===== config.mk =====
export PLATFORM = sky130hd
export DESIGN_NAME = nearest_luminance_palette_remap_core
export DESIGN_NICKNAME = d
export VERILOG_FILES = /design/src/nlpr_pkg.sv /design/src/nearest_luminance_palette_remap_core.sv /design/src/nlpr_front.sv /design/src/nlpr_cell.sv
export VERILOG_INCLUDE_DIRS = /design/src /design/src/src
export SDC_FILE = /design/constraint.sdc
export NUM_CORES = 2
export LEC_CHECK = 0
export BUFFER_PORTS_ARGS = -buffer_cell sky130_fd_sc_hd__buf_2
export CAP_MARGIN = 25
export CORE_AREA = 2 2 337 339
export CTS_BUF_LIST = sky130_fd_sc_hd__clkbuf_16
export DETAILED_ROUTE_END_ITERATION = 7
export DIE_AREA = 0 0 339 341
export PLACE_DENSITY_LB_ADDON = 0.25
export SLEW_MARGIN = 15
export SYNTH_ARGS = -nofsm -noshare
export SYNTH_HDL_FRONTEND = slang
export SYNTH_SLANG_ARGS = --single-unit

===== constraint.sdc =====
create_clock -name clk -period 15.7 [get_ports clk]
set_input_delay 0.785 -clock clk [delete_from_list [all_inputs] [get_ports clk]]
set_output_delay 0.785 -clock clk [all_outputs]
set_load 0.01 [all_outputs]

===== src/assert_macros.svh =====
// Concurrent assertion helpers, clocked on clk and disabled while rst_n is low
`ifndef ASSERT_MACROS_SVH
`define ASSERT_MACROS_SVH

`define NLPR_ASSERT(label, prop) \
    label: assert property (@(posedge clk) disable iff (!rst_n) (prop)) \
        else $error("nlpr assertion failed");

`define NLPR_ASSERT_NEVER(label, cond) \
    label: assert property (@(posedge clk) disable iff (!rst_n) !(cond)) \
        else $error("nlpr forbidden condition seen");

`endif


===== src/nlpr_pkg.sv =====
`default_nettype none

package nlpr_pkg;

    localparam int RAMP_ENTRIES = 16;
    localparam int PALETTE_SIZE = 256;

    localparam int SLOT_W  = 4;
    localparam int INDEX_W = 8;
    localparam int CHAN_W  = 8;
    localparam int LUM_W   = 8;
    localparam int DIFF_W  = LUM_W + 1;
    localparam int SUM_W   = 21;
    localparam int RECIP_W = 21;
    localparam int PROD_W  = SUM_W + RECIP_W;
    localparam int RECIP_SHIFT = 33;
    localparam int QUOT_W  = PROD_W - RECIP_SHIFT;
    localparam int SEL_W   = ($clog2(RAMP_ENTRIES + 1) > SLOT_W) ?
                             $clog2(RAMP_ENTRIES + 1) : SLOT_W;

    localparam logic [SUM_W-1:0]   WEIGHT_RED   = SUM_W'(1063);
    localparam logic [SUM_W-1:0]   WEIGHT_GREEN = SUM_W'(3576);
    localparam logic [SUM_W-1:0]   WEIGHT_BLUE  = SUM_W'(361);
    // ceil(2^33 / 5000): exact quotient for every weighted sum of 8-bit channels
    localparam logic [RECIP_W-1:0] RECIP_MULT   = RECIP_W'(1717987);

    localparam logic [INDEX_W-1:0] FIXED_BLACK   = INDEX_W'(0);
    localparam logic [INDEX_W-1:0] FIXED_WHITE   = INDEX_W'(31);
    localparam logic [DIFF_W-1:0]  NO_MATCH_DIFF = DIFF_W'(256);
    localparam logic [LUM_W-1:0]   LUM_MAX       = LUM_W'(255);

    localparam logic KIND_LOAD = 1'b0;
    localparam logic KIND_MAP  = 1'b1;

    typedef struct packed {
        logic               valid;
        logic               kind;
        logic [SLOT_W-1:0]  slot;
        logic [INDEX_W-1:0] pidx;
        logic [LUM_W-1:0]   lum;
    } front_t;

    typedef struct packed {
        logic               valid;
        logic               fixed;
        logic [LUM_W-1:0]   lum;
        logic [DIFF_W-1:0]  best;
        logic [INDEX_W-1:0] src;
        logic [INDEX_W-1:0] result;
    } token_t;

endpackage

`default_nettype wire


===== src/nearest_luminance_palette_remap_core.sv =====
// Nearest-luminance palette remap core.
// Input channel item_valid/item_ready carries kind, slot, palette_index and RGB.
// A load item (kind 0) stores palette_index and the brightness of its RGB in a
// ramp slot; it yields no result. A map item (kind 1) yields one result on
// result_valid/result_ready: source_index and the ramp palette index of nearest
// brightness (lowest slot on ties); indices 0 and 31 map to themselves.
// One item is in flight at a time. Brightness is computed in registered steps
// (weighted sum, then reciprocal multiply). A map token then walks the row of
// RAMP_ENTRIES slot cells, one cell per cycle, and lands in the output register.
// The output register frees item_ready as soon as the result is stored, so the
// next item enters while that result waits. A stalled result holds the token
// in the last cell and keeps item_ready low.
// Reset clears all control state; ramp slots stay undefined until loaded.
`default_nettype none

module nearest_luminance_palette_remap_core
    import nlpr_pkg::*;
(
    input  wire logic               clk,
    input  wire logic               rst_n,
    input  wire logic               item_valid,
    output logic                    item_ready,
    input  wire logic               kind,
    input  wire logic [SLOT_W-1:0]  slot,
    input  wire logic [INDEX_W-1:0] palette_index,
    input  wire logic [CHAN_W-1:0]  red,
    input  wire logic [CHAN_W-1:0]  green,
    input  wire logic [CHAN_W-1:0]  blue,
    output logic                    result_valid,
    input  wire logic               result_ready,
    output logic [INDEX_W-1:0]      source_index,
    output logic [INDEX_W-1:0]      mapped_index
);

    logic                     take;
    logic                     busy_reg;
    logic                     busy_next;
    front_t                   front;
    token_t                   inject;
    token_t                   chain [0:RAMP_ENTRIES];
    logic [RAMP_ENTRIES-1:0]  wr_en;
    logic [RAMP_ENTRIES-1:0]  chain_valid;
    logic                     load_now;
    logic                     drop_now;
    logic                     map_now;
    logic                     slot_ok;
    logic                     shift_en;
    logic                     done;
    logic                     out_valid_reg;
    logic [INDEX_W-1:0]       source_reg;
    logic [INDEX_W-1:0]       mapped_reg;

    assign take = item_valid && item_ready;
    assign item_ready = !busy_reg;

    nlpr_front u_front (
        .clk           (clk),
        .rst_n         (rst_n),
        .take          (take),
        .kind          (kind),
        .slot          (slot),
        .palette_index (palette_index),
        .red           (red),
        .green         (green),
        .blue          (blue),
        .front         (front)
    );

    assign slot_ok  = SEL_W'(front.slot) < SEL_W'(RAMP_ENTRIES);
    assign load_now = front.valid && (front.kind == KIND_LOAD);
    assign map_now  = front.valid && (front.kind == KIND_MAP)
                   && ((INDEX_W + 1)'(front.pidx) < (INDEX_W + 1)'(PALETTE_SIZE));
    assign drop_now = front.valid && !map_now;

    always_comb
    begin
        inject.valid  = map_now;
        inject.fixed  = (front.pidx == FIXED_BLACK) || (front.pidx == FIXED_WHITE);
        inject.lum    = front.lum;
        inject.best   = NO_MATCH_DIFF;
        inject.src    = front.pidx;
        inject.result = front.pidx;
    end

    assign chain[0] = inject;
    assign shift_en = !(chain[RAMP_ENTRIES].valid && out_valid_reg && !result_ready);
    assign done     = chain[RAMP_ENTRIES].valid && shift_en;

    for (genvar k = 0; k < RAMP_ENTRIES; k++)
    begin : g_cell
        assign wr_en[k] = load_now && slot_ok && (SEL_W'(front.slot) == SEL_W'(k));
        assign chain_valid[k] = chain[k + 1].valid;

        nlpr_cell u_cell (
            .clk      (clk),
            .rst_n    (rst_n),
            .wr_en    (wr_en[k]),
            .wr_index (front.pidx),
            .wr_lum   (front.lum),
            .shift_en (shift_en),
            .tok_in   (chain[k]),
            .tok_out  (chain[k + 1])
        );
    end

    always_comb
    begin
        busy_next = busy_reg;
        if (take)
        begin
            busy_next = 1'b1;
        end
        else if (drop_now || done)
        begin
            busy_next = 1'b0;
        end
    end

    always_ff @(posedge clk or negedge rst_n)
    begin
        if (!rst_n)
        begin
            busy_reg      <= 1'b0;
            out_valid_reg <= 1'b0;
        end
        else
        begin
            busy_reg <= busy_next;
            if (done)
            begin
                out_valid_reg <= 1'b1;
            end
            else if (result_ready)
            begin
                out_valid_reg <= 1'b0;
            end
        end
    end

    always_ff @(posedge clk)
    begin
        if (done)
        begin
            source_reg <= chain[RAMP_ENTRIES].src;
            mapped_reg <= chain[RAMP_ENTRIES].result;
        end
    end

    assign result_valid = out_valid_reg;
    assign source_index = source_reg;
    assign mapped_index = mapped_reg;

`include "assert_macros.svh"

    `NLPR_ASSERT(a_one_token, $onehot0(chain_valid))
    `NLPR_ASSERT(a_ready_empty, item_ready |-> (chain_valid == '0) && !front.valid)
    `NLPR_ASSERT(a_result_from_chain, $rose(result_valid) |-> $past(chain[RAMP_ENTRIES].valid))
    `NLPR_ASSERT_NEVER(a_fixed_black, result_valid && (source_index == FIXED_BLACK)
        && (mapped_index != FIXED_BLACK))

endmodule

`default_nettype wire


===== src/nlpr_front.sv =====
`default_nettype none

module nlpr_front
    import nlpr_pkg::*;
(
    input  wire logic               clk,
    input  wire logic               rst_n,
    input  wire logic               take,
    input  wire logic               kind,
    input  wire logic [SLOT_W-1:0]  slot,
    input  wire logic [INDEX_W-1:0] palette_index,
    input  wire logic [CHAN_W-1:0]  red,
    input  wire logic [CHAN_W-1:0]  green,
    input  wire logic [CHAN_W-1:0]  blue,
    output front_t                  front
);

    logic               a_valid_reg;
    logic               a_kind_reg;
    logic [SLOT_W-1:0]  a_slot_reg;
    logic [INDEX_W-1:0] a_pidx_reg;
    logic [SUM_W-1:0]   sum_reg;
    logic [SUM_W-1:0]   sum_next;

    logic               b_valid_reg;
    logic               b_kind_reg;
    logic [SLOT_W-1:0]  b_slot_reg;
    logic [INDEX_W-1:0] b_pidx_reg;
    logic [PROD_W-1:0]  prod_reg;
    logic [PROD_W-1:0]  prod_next;

    logic [QUOT_W-1:0]  quot;

    assign sum_next = WEIGHT_RED * SUM_W'(red)
                    + WEIGHT_GREEN * SUM_W'(green)
                    + WEIGHT_BLUE * SUM_W'(blue);

    assign prod_next = PROD_W'(sum_reg) * PROD_W'(RECIP_MULT);

    assign quot = prod_reg[PROD_W-1:RECIP_SHIFT];

    always_ff @(posedge clk or negedge rst_n)
    begin
        if (!rst_n)
        begin
            a_valid_reg <= 1'b0;
            b_valid_reg <= 1'b0;
        end
        else
        begin
            a_valid_reg <= take;
            b_valid_reg <= a_valid_reg;
        end
    end

    always_ff @(posedge clk)
    begin
        if (take)
        begin
            a_kind_reg <= kind;
            a_slot_reg <= slot;
            a_pidx_reg <= palette_index;
            sum_reg    <= sum_next;
        end
        if (a_valid_reg)
        begin
            b_kind_reg <= a_kind_reg;
            b_slot_reg <= a_slot_reg;
            b_pidx_reg <= a_pidx_reg;
            prod_reg   <= prod_next;
        end
    end

    always_comb
    begin
        front.valid = b_valid_reg;
        front.kind  = b_kind_reg;
        front.slot  = b_slot_reg;
        front.pidx  = b_pidx_reg;
        front.lum   = (quot > QUOT_W'(LUM_MAX)) ? LUM_MAX : quot[LUM_W-1:0];
    end

endmodule

`default_nettype wire


===== src/nlpr_cell.sv =====
`default_nettype none

module nlpr_cell
    import nlpr_pkg::*;
(
    input  wire logic               clk,
    input  wire logic               rst_n,
    input  wire logic               wr_en,
    input  wire logic [INDEX_W-1:0] wr_index,
    input  wire logic [LUM_W-1:0]   wr_lum,
    input  wire logic               shift_en,
    input  wire token_t             tok_in,
    output token_t                  tok_out
);

    logic [INDEX_W-1:0] entry_index_reg;
    logic [LUM_W-1:0]   entry_lum_reg;
    token_t             tok_reg;
    token_t             tok_next;
    logic [LUM_W-1:0]   diff;

    assign diff = (tok_in.lum >= entry_lum_reg) ? (tok_in.lum - entry_lum_reg)
                                                : (entry_lum_reg - tok_in.lum);

    always_comb
    begin
        tok_next = tok_in;
        if (tok_in.valid && !tok_in.fixed && (DIFF_W'(diff) < tok_in.best))
        begin
            tok_next.best   = DIFF_W'(diff);
            tok_next.result = entry_index_reg;
        end
    end

    always_ff @(posedge clk)
    begin
        if (wr_en)
        begin
            entry_index_reg <= wr_index;
            entry_lum_reg   <= wr_lum;
        end
    end

    always_ff @(posedge clk or negedge rst_n)
    begin
        if (!rst_n)
        begin
            tok_reg.valid <= 1'b0;
        end
        else if (shift_en)
        begin
            tok_reg <= tok_next;
        end
    end

    assign tok_out = tok_reg;

endmodule

`default_nettype wire

==> metrics.cfg <==
[synth]
synth_flop_cell = edfxtp_1
ys_seq_area_frac = 0.469
yosysMostFrequentCell = inv_1
synth-xor-area-share = 0.0195
synthAdderAreaFrac = 0.249
synth_top_family_by_area = adder cells
yosysUniqueCellTypes = 79
synth_top_area_frac = 0.460
synth.area.mux_share = 0.0609
synth_compound_area_frac = 0.0784
synth_warnings = 0
postSynthAreaPerCell_um2 = 12.3
yosys.area_share.simple = 0.0625
synth_nets = 5509
yosys-top-cells-area = edfxtp_1, ha_1, fa_1
async_reset_ff_frac = 0.0229
ys_ff_latch = 874
synth-edff-count = 854
netlist_instances = 4526
synth_common_cells = inv_1, edfxtp_1, ha_1, fa_1, mux2_2
syn-cell-area_um2 = 55800
yosys.area.top_type = edfxtp_1

[critical_path]
rr_worst_depth = 18
cp-startpoint = green[5]
r2r-start = u_front.sum_reg[13]$_DFFE_PP_
r2r-end = u_front.prod_reg[37]$_DFFE_PP_
critPathLaunchType = input port
crit_fanout = 5
crit_arrival_ns = 7.45
worstSetupPathType = in -> reg
rrSetupSlack_ns = 9.06
endpoint = u_front.sum_reg[20]$_DFFE_PP_
cp_data_required_time_ns = 16.12
endpoint_kind = flop

[clocking]
cts.path.max_buffers = 3
cts_resized = 0
clock_latency_ns = 0.69
htreeDepth = 3
post_cts_buffers = 0
cts_root_buf = clkbuf_16
cts_tree = built
cts_made_buffers = 96
clk_pin_slew_worst_paths_ns = 0.06
cts_num_sinks = 874
cts_hold_buf = 0

[hold_path]
hold_path_class = in -> async

[cells_and_area]
syn_to_final_growth_pct = 10.3
multi_input_area_um2 = 26300
seq_area_um2 = 26100
num-fill-cells = 9389
largest_reg_flops = 542
nets = 5667
final_layout_size_suffix_gt1_frac = 0.115
diodes = 0

[drt]
ant_nets = 0
route.detailed.drc = 0
wirelength_um = 116000
drtIter0Drc = 1893
vias_per_cell = 5.26
wl_per_cell_um = 18.5
dr_total_vias = 33000
drt_first_pass_iters = 7

[timing]
fin_crit_ns = 7.04
fin_tns_setup_ns = 0
setup_viol = 0
final-max-slew-violation-count = 0
finalHoldViolCount = 0
slew_headroom = 0.257
rsz0062_at_grt = false
skew_ns = 0.0317
tightest_slew_ns = 1.11
fin_crit_sh = 0.448
fmax_mhz = 142

[placement]
routabilityCongestion = 0.895
io_buffers = 58
dp_hpwl_um = 88400

[global_routing]
antenna_found_initial = 2
grt_max_degree = 203
grt_pass1_vias = 34200
globalRouteOverflowTotal = 0
track_usage = 0.204
grt_pass1_wl_um = 186000

[floorplanning]
io_pins = 59
fp.dieArea_um2 = 116000
core.rowCount = 123
start_util = 0.498
die_y_um = 341
die_x_um = 339
core_area_um2 = 112000

[run_status]
status = finished clean

[flow_run]
max_cap_viol_count = 0

-- metal layers --
layer  vias up  GRT usage  routed length (µm)  share of wire
met5         -          0                   0              0
li1      16100          -                   -              -
met4         0     0.0566                3050          0.026
met2       459      0.373               60400           0.52
met1     16200      0.254               49300           0.42
met3       181     0.0259                3380          0.029
-- cells in the final DEF, fill, tap and decap left out, types with 12 or more instances in the layout --
cell         n
a2111oi_0   13
a211oi_1    27
a21boi_0    15
a21o_1      65
a21oi_1    152
a22oi_1     14
a31oi_1     27
and2_1      24
and3_1      26
buf_2       58
buf_4       33
bufinv_16   14
clkbuf_16   97
clkinv_1    16
clkinv_2    16
dfrtp_1     20
edfxtp_1   854
fa_1       282
ha_1       660
inv_1      869
mux2_2     238
mux2i_1     69
nand2_1    206
nand2b_1    24
nand3_1     41
nand4_1     17
nor2_1     208
nor2b_1     55
nor3_1      55
o211ai_1    13
o21a_1      35
o21ai_0    166
o21bai_1    12
o31ai_1     16
or2_2       18
or3_1       15
xnor2_1     69
xor2_1      55
-- layout make-up --
class / instances / share of cell area
Multi-Input combinational cell: 2760 / 0.428
Clock inverter: 83 / 0.0142
Timing Repair Buffer: 97 / 0.0105
Inverter: 855 / 0.0522
Sequential cell: 874 / 0.425
Tap cell: 1500 / 0.0305
Clock buffer: 97 / 0.0395
-- how the worst min path moves through the flow --
stage | end | slack [ns] | from
final | result_valid$_DFFE_PN0P_ | 0.14 | rst_n
after global placement | g_cell[9].u_cell.tok_out[15]$_DFFE_PP_ | 0.40 | g_cell[8].u_cell.tok_out[15]$_DFFE_PP_
after detailed placement | g_cell[10].u_cell.tok_out[14]$_DFFE_PP_ | 0.40 | g_cell[9].u_cell.tok_out[14]$_DFFE_PP_
after CTS | result_valid$_DFFE_PN0P_ | 0.11 | rst_n
after global routing | result_valid$_DFFE_PN0P_ | 0.13 | rst_n
after floorplan | g_cell[10].u_cell.tok_out[10]$_DFFE_PP_ | 0.40 | g_cell[9].u_cell.tok_out[10]$_DFFE_PP_
-- critical path, stage by stage --
cell and delay [ns]:
buf_2 0.14, fa_1 0.69, inv_1 0.10, fa_1 0.50, inv_1 0.05, fa_1 0.47
inv_1 0.05, fa_1 0.49, inv_1 0.04, ha_1 0.32, a21boi_0 0.36, nor2_1 0.11
ha_1 0.30, ha_1 0.27, inv_1 0.04, fa_1 0.46, fa_1 0.54, inv_1 0.04
ha_1 0.36, a21oi_1 0.16, o21ai_0 0.16, a31oi_1 0.27, o21ai_0 0.18, nand2b_1 0.20
a31oi_1 0.23, o21ai_0 0.11
-- metrics by stage --
stage	util	std cells	hold WS (ns)	area, µm²	worst slack (ns)
detailed placement	0.520	6086	0.405	58200	7.98
finish	0.550	6266	0.144	61500	8.66
global route	0.550	6266	0.135	61500	8.24
CTS	0.550	6266	0.109	61500	8.70
global placement	0.519	6082	0.401	58100	7.99
floorplan	-	4526	0.400	55800	1.44
-- cells by family (layout without fill, tap and decap cells) --
family	after synthesis	in the layout
fa+ha+maj	942	942
buf+inv	892	1132
flops	874	874
simple gates	735	735
compound gates	650	650
mux	309	309
xor+xnor	124	124
Power is not shown: default switching activity piles up to over one toggle a cycle in this logic, so the estimate is an artifact.
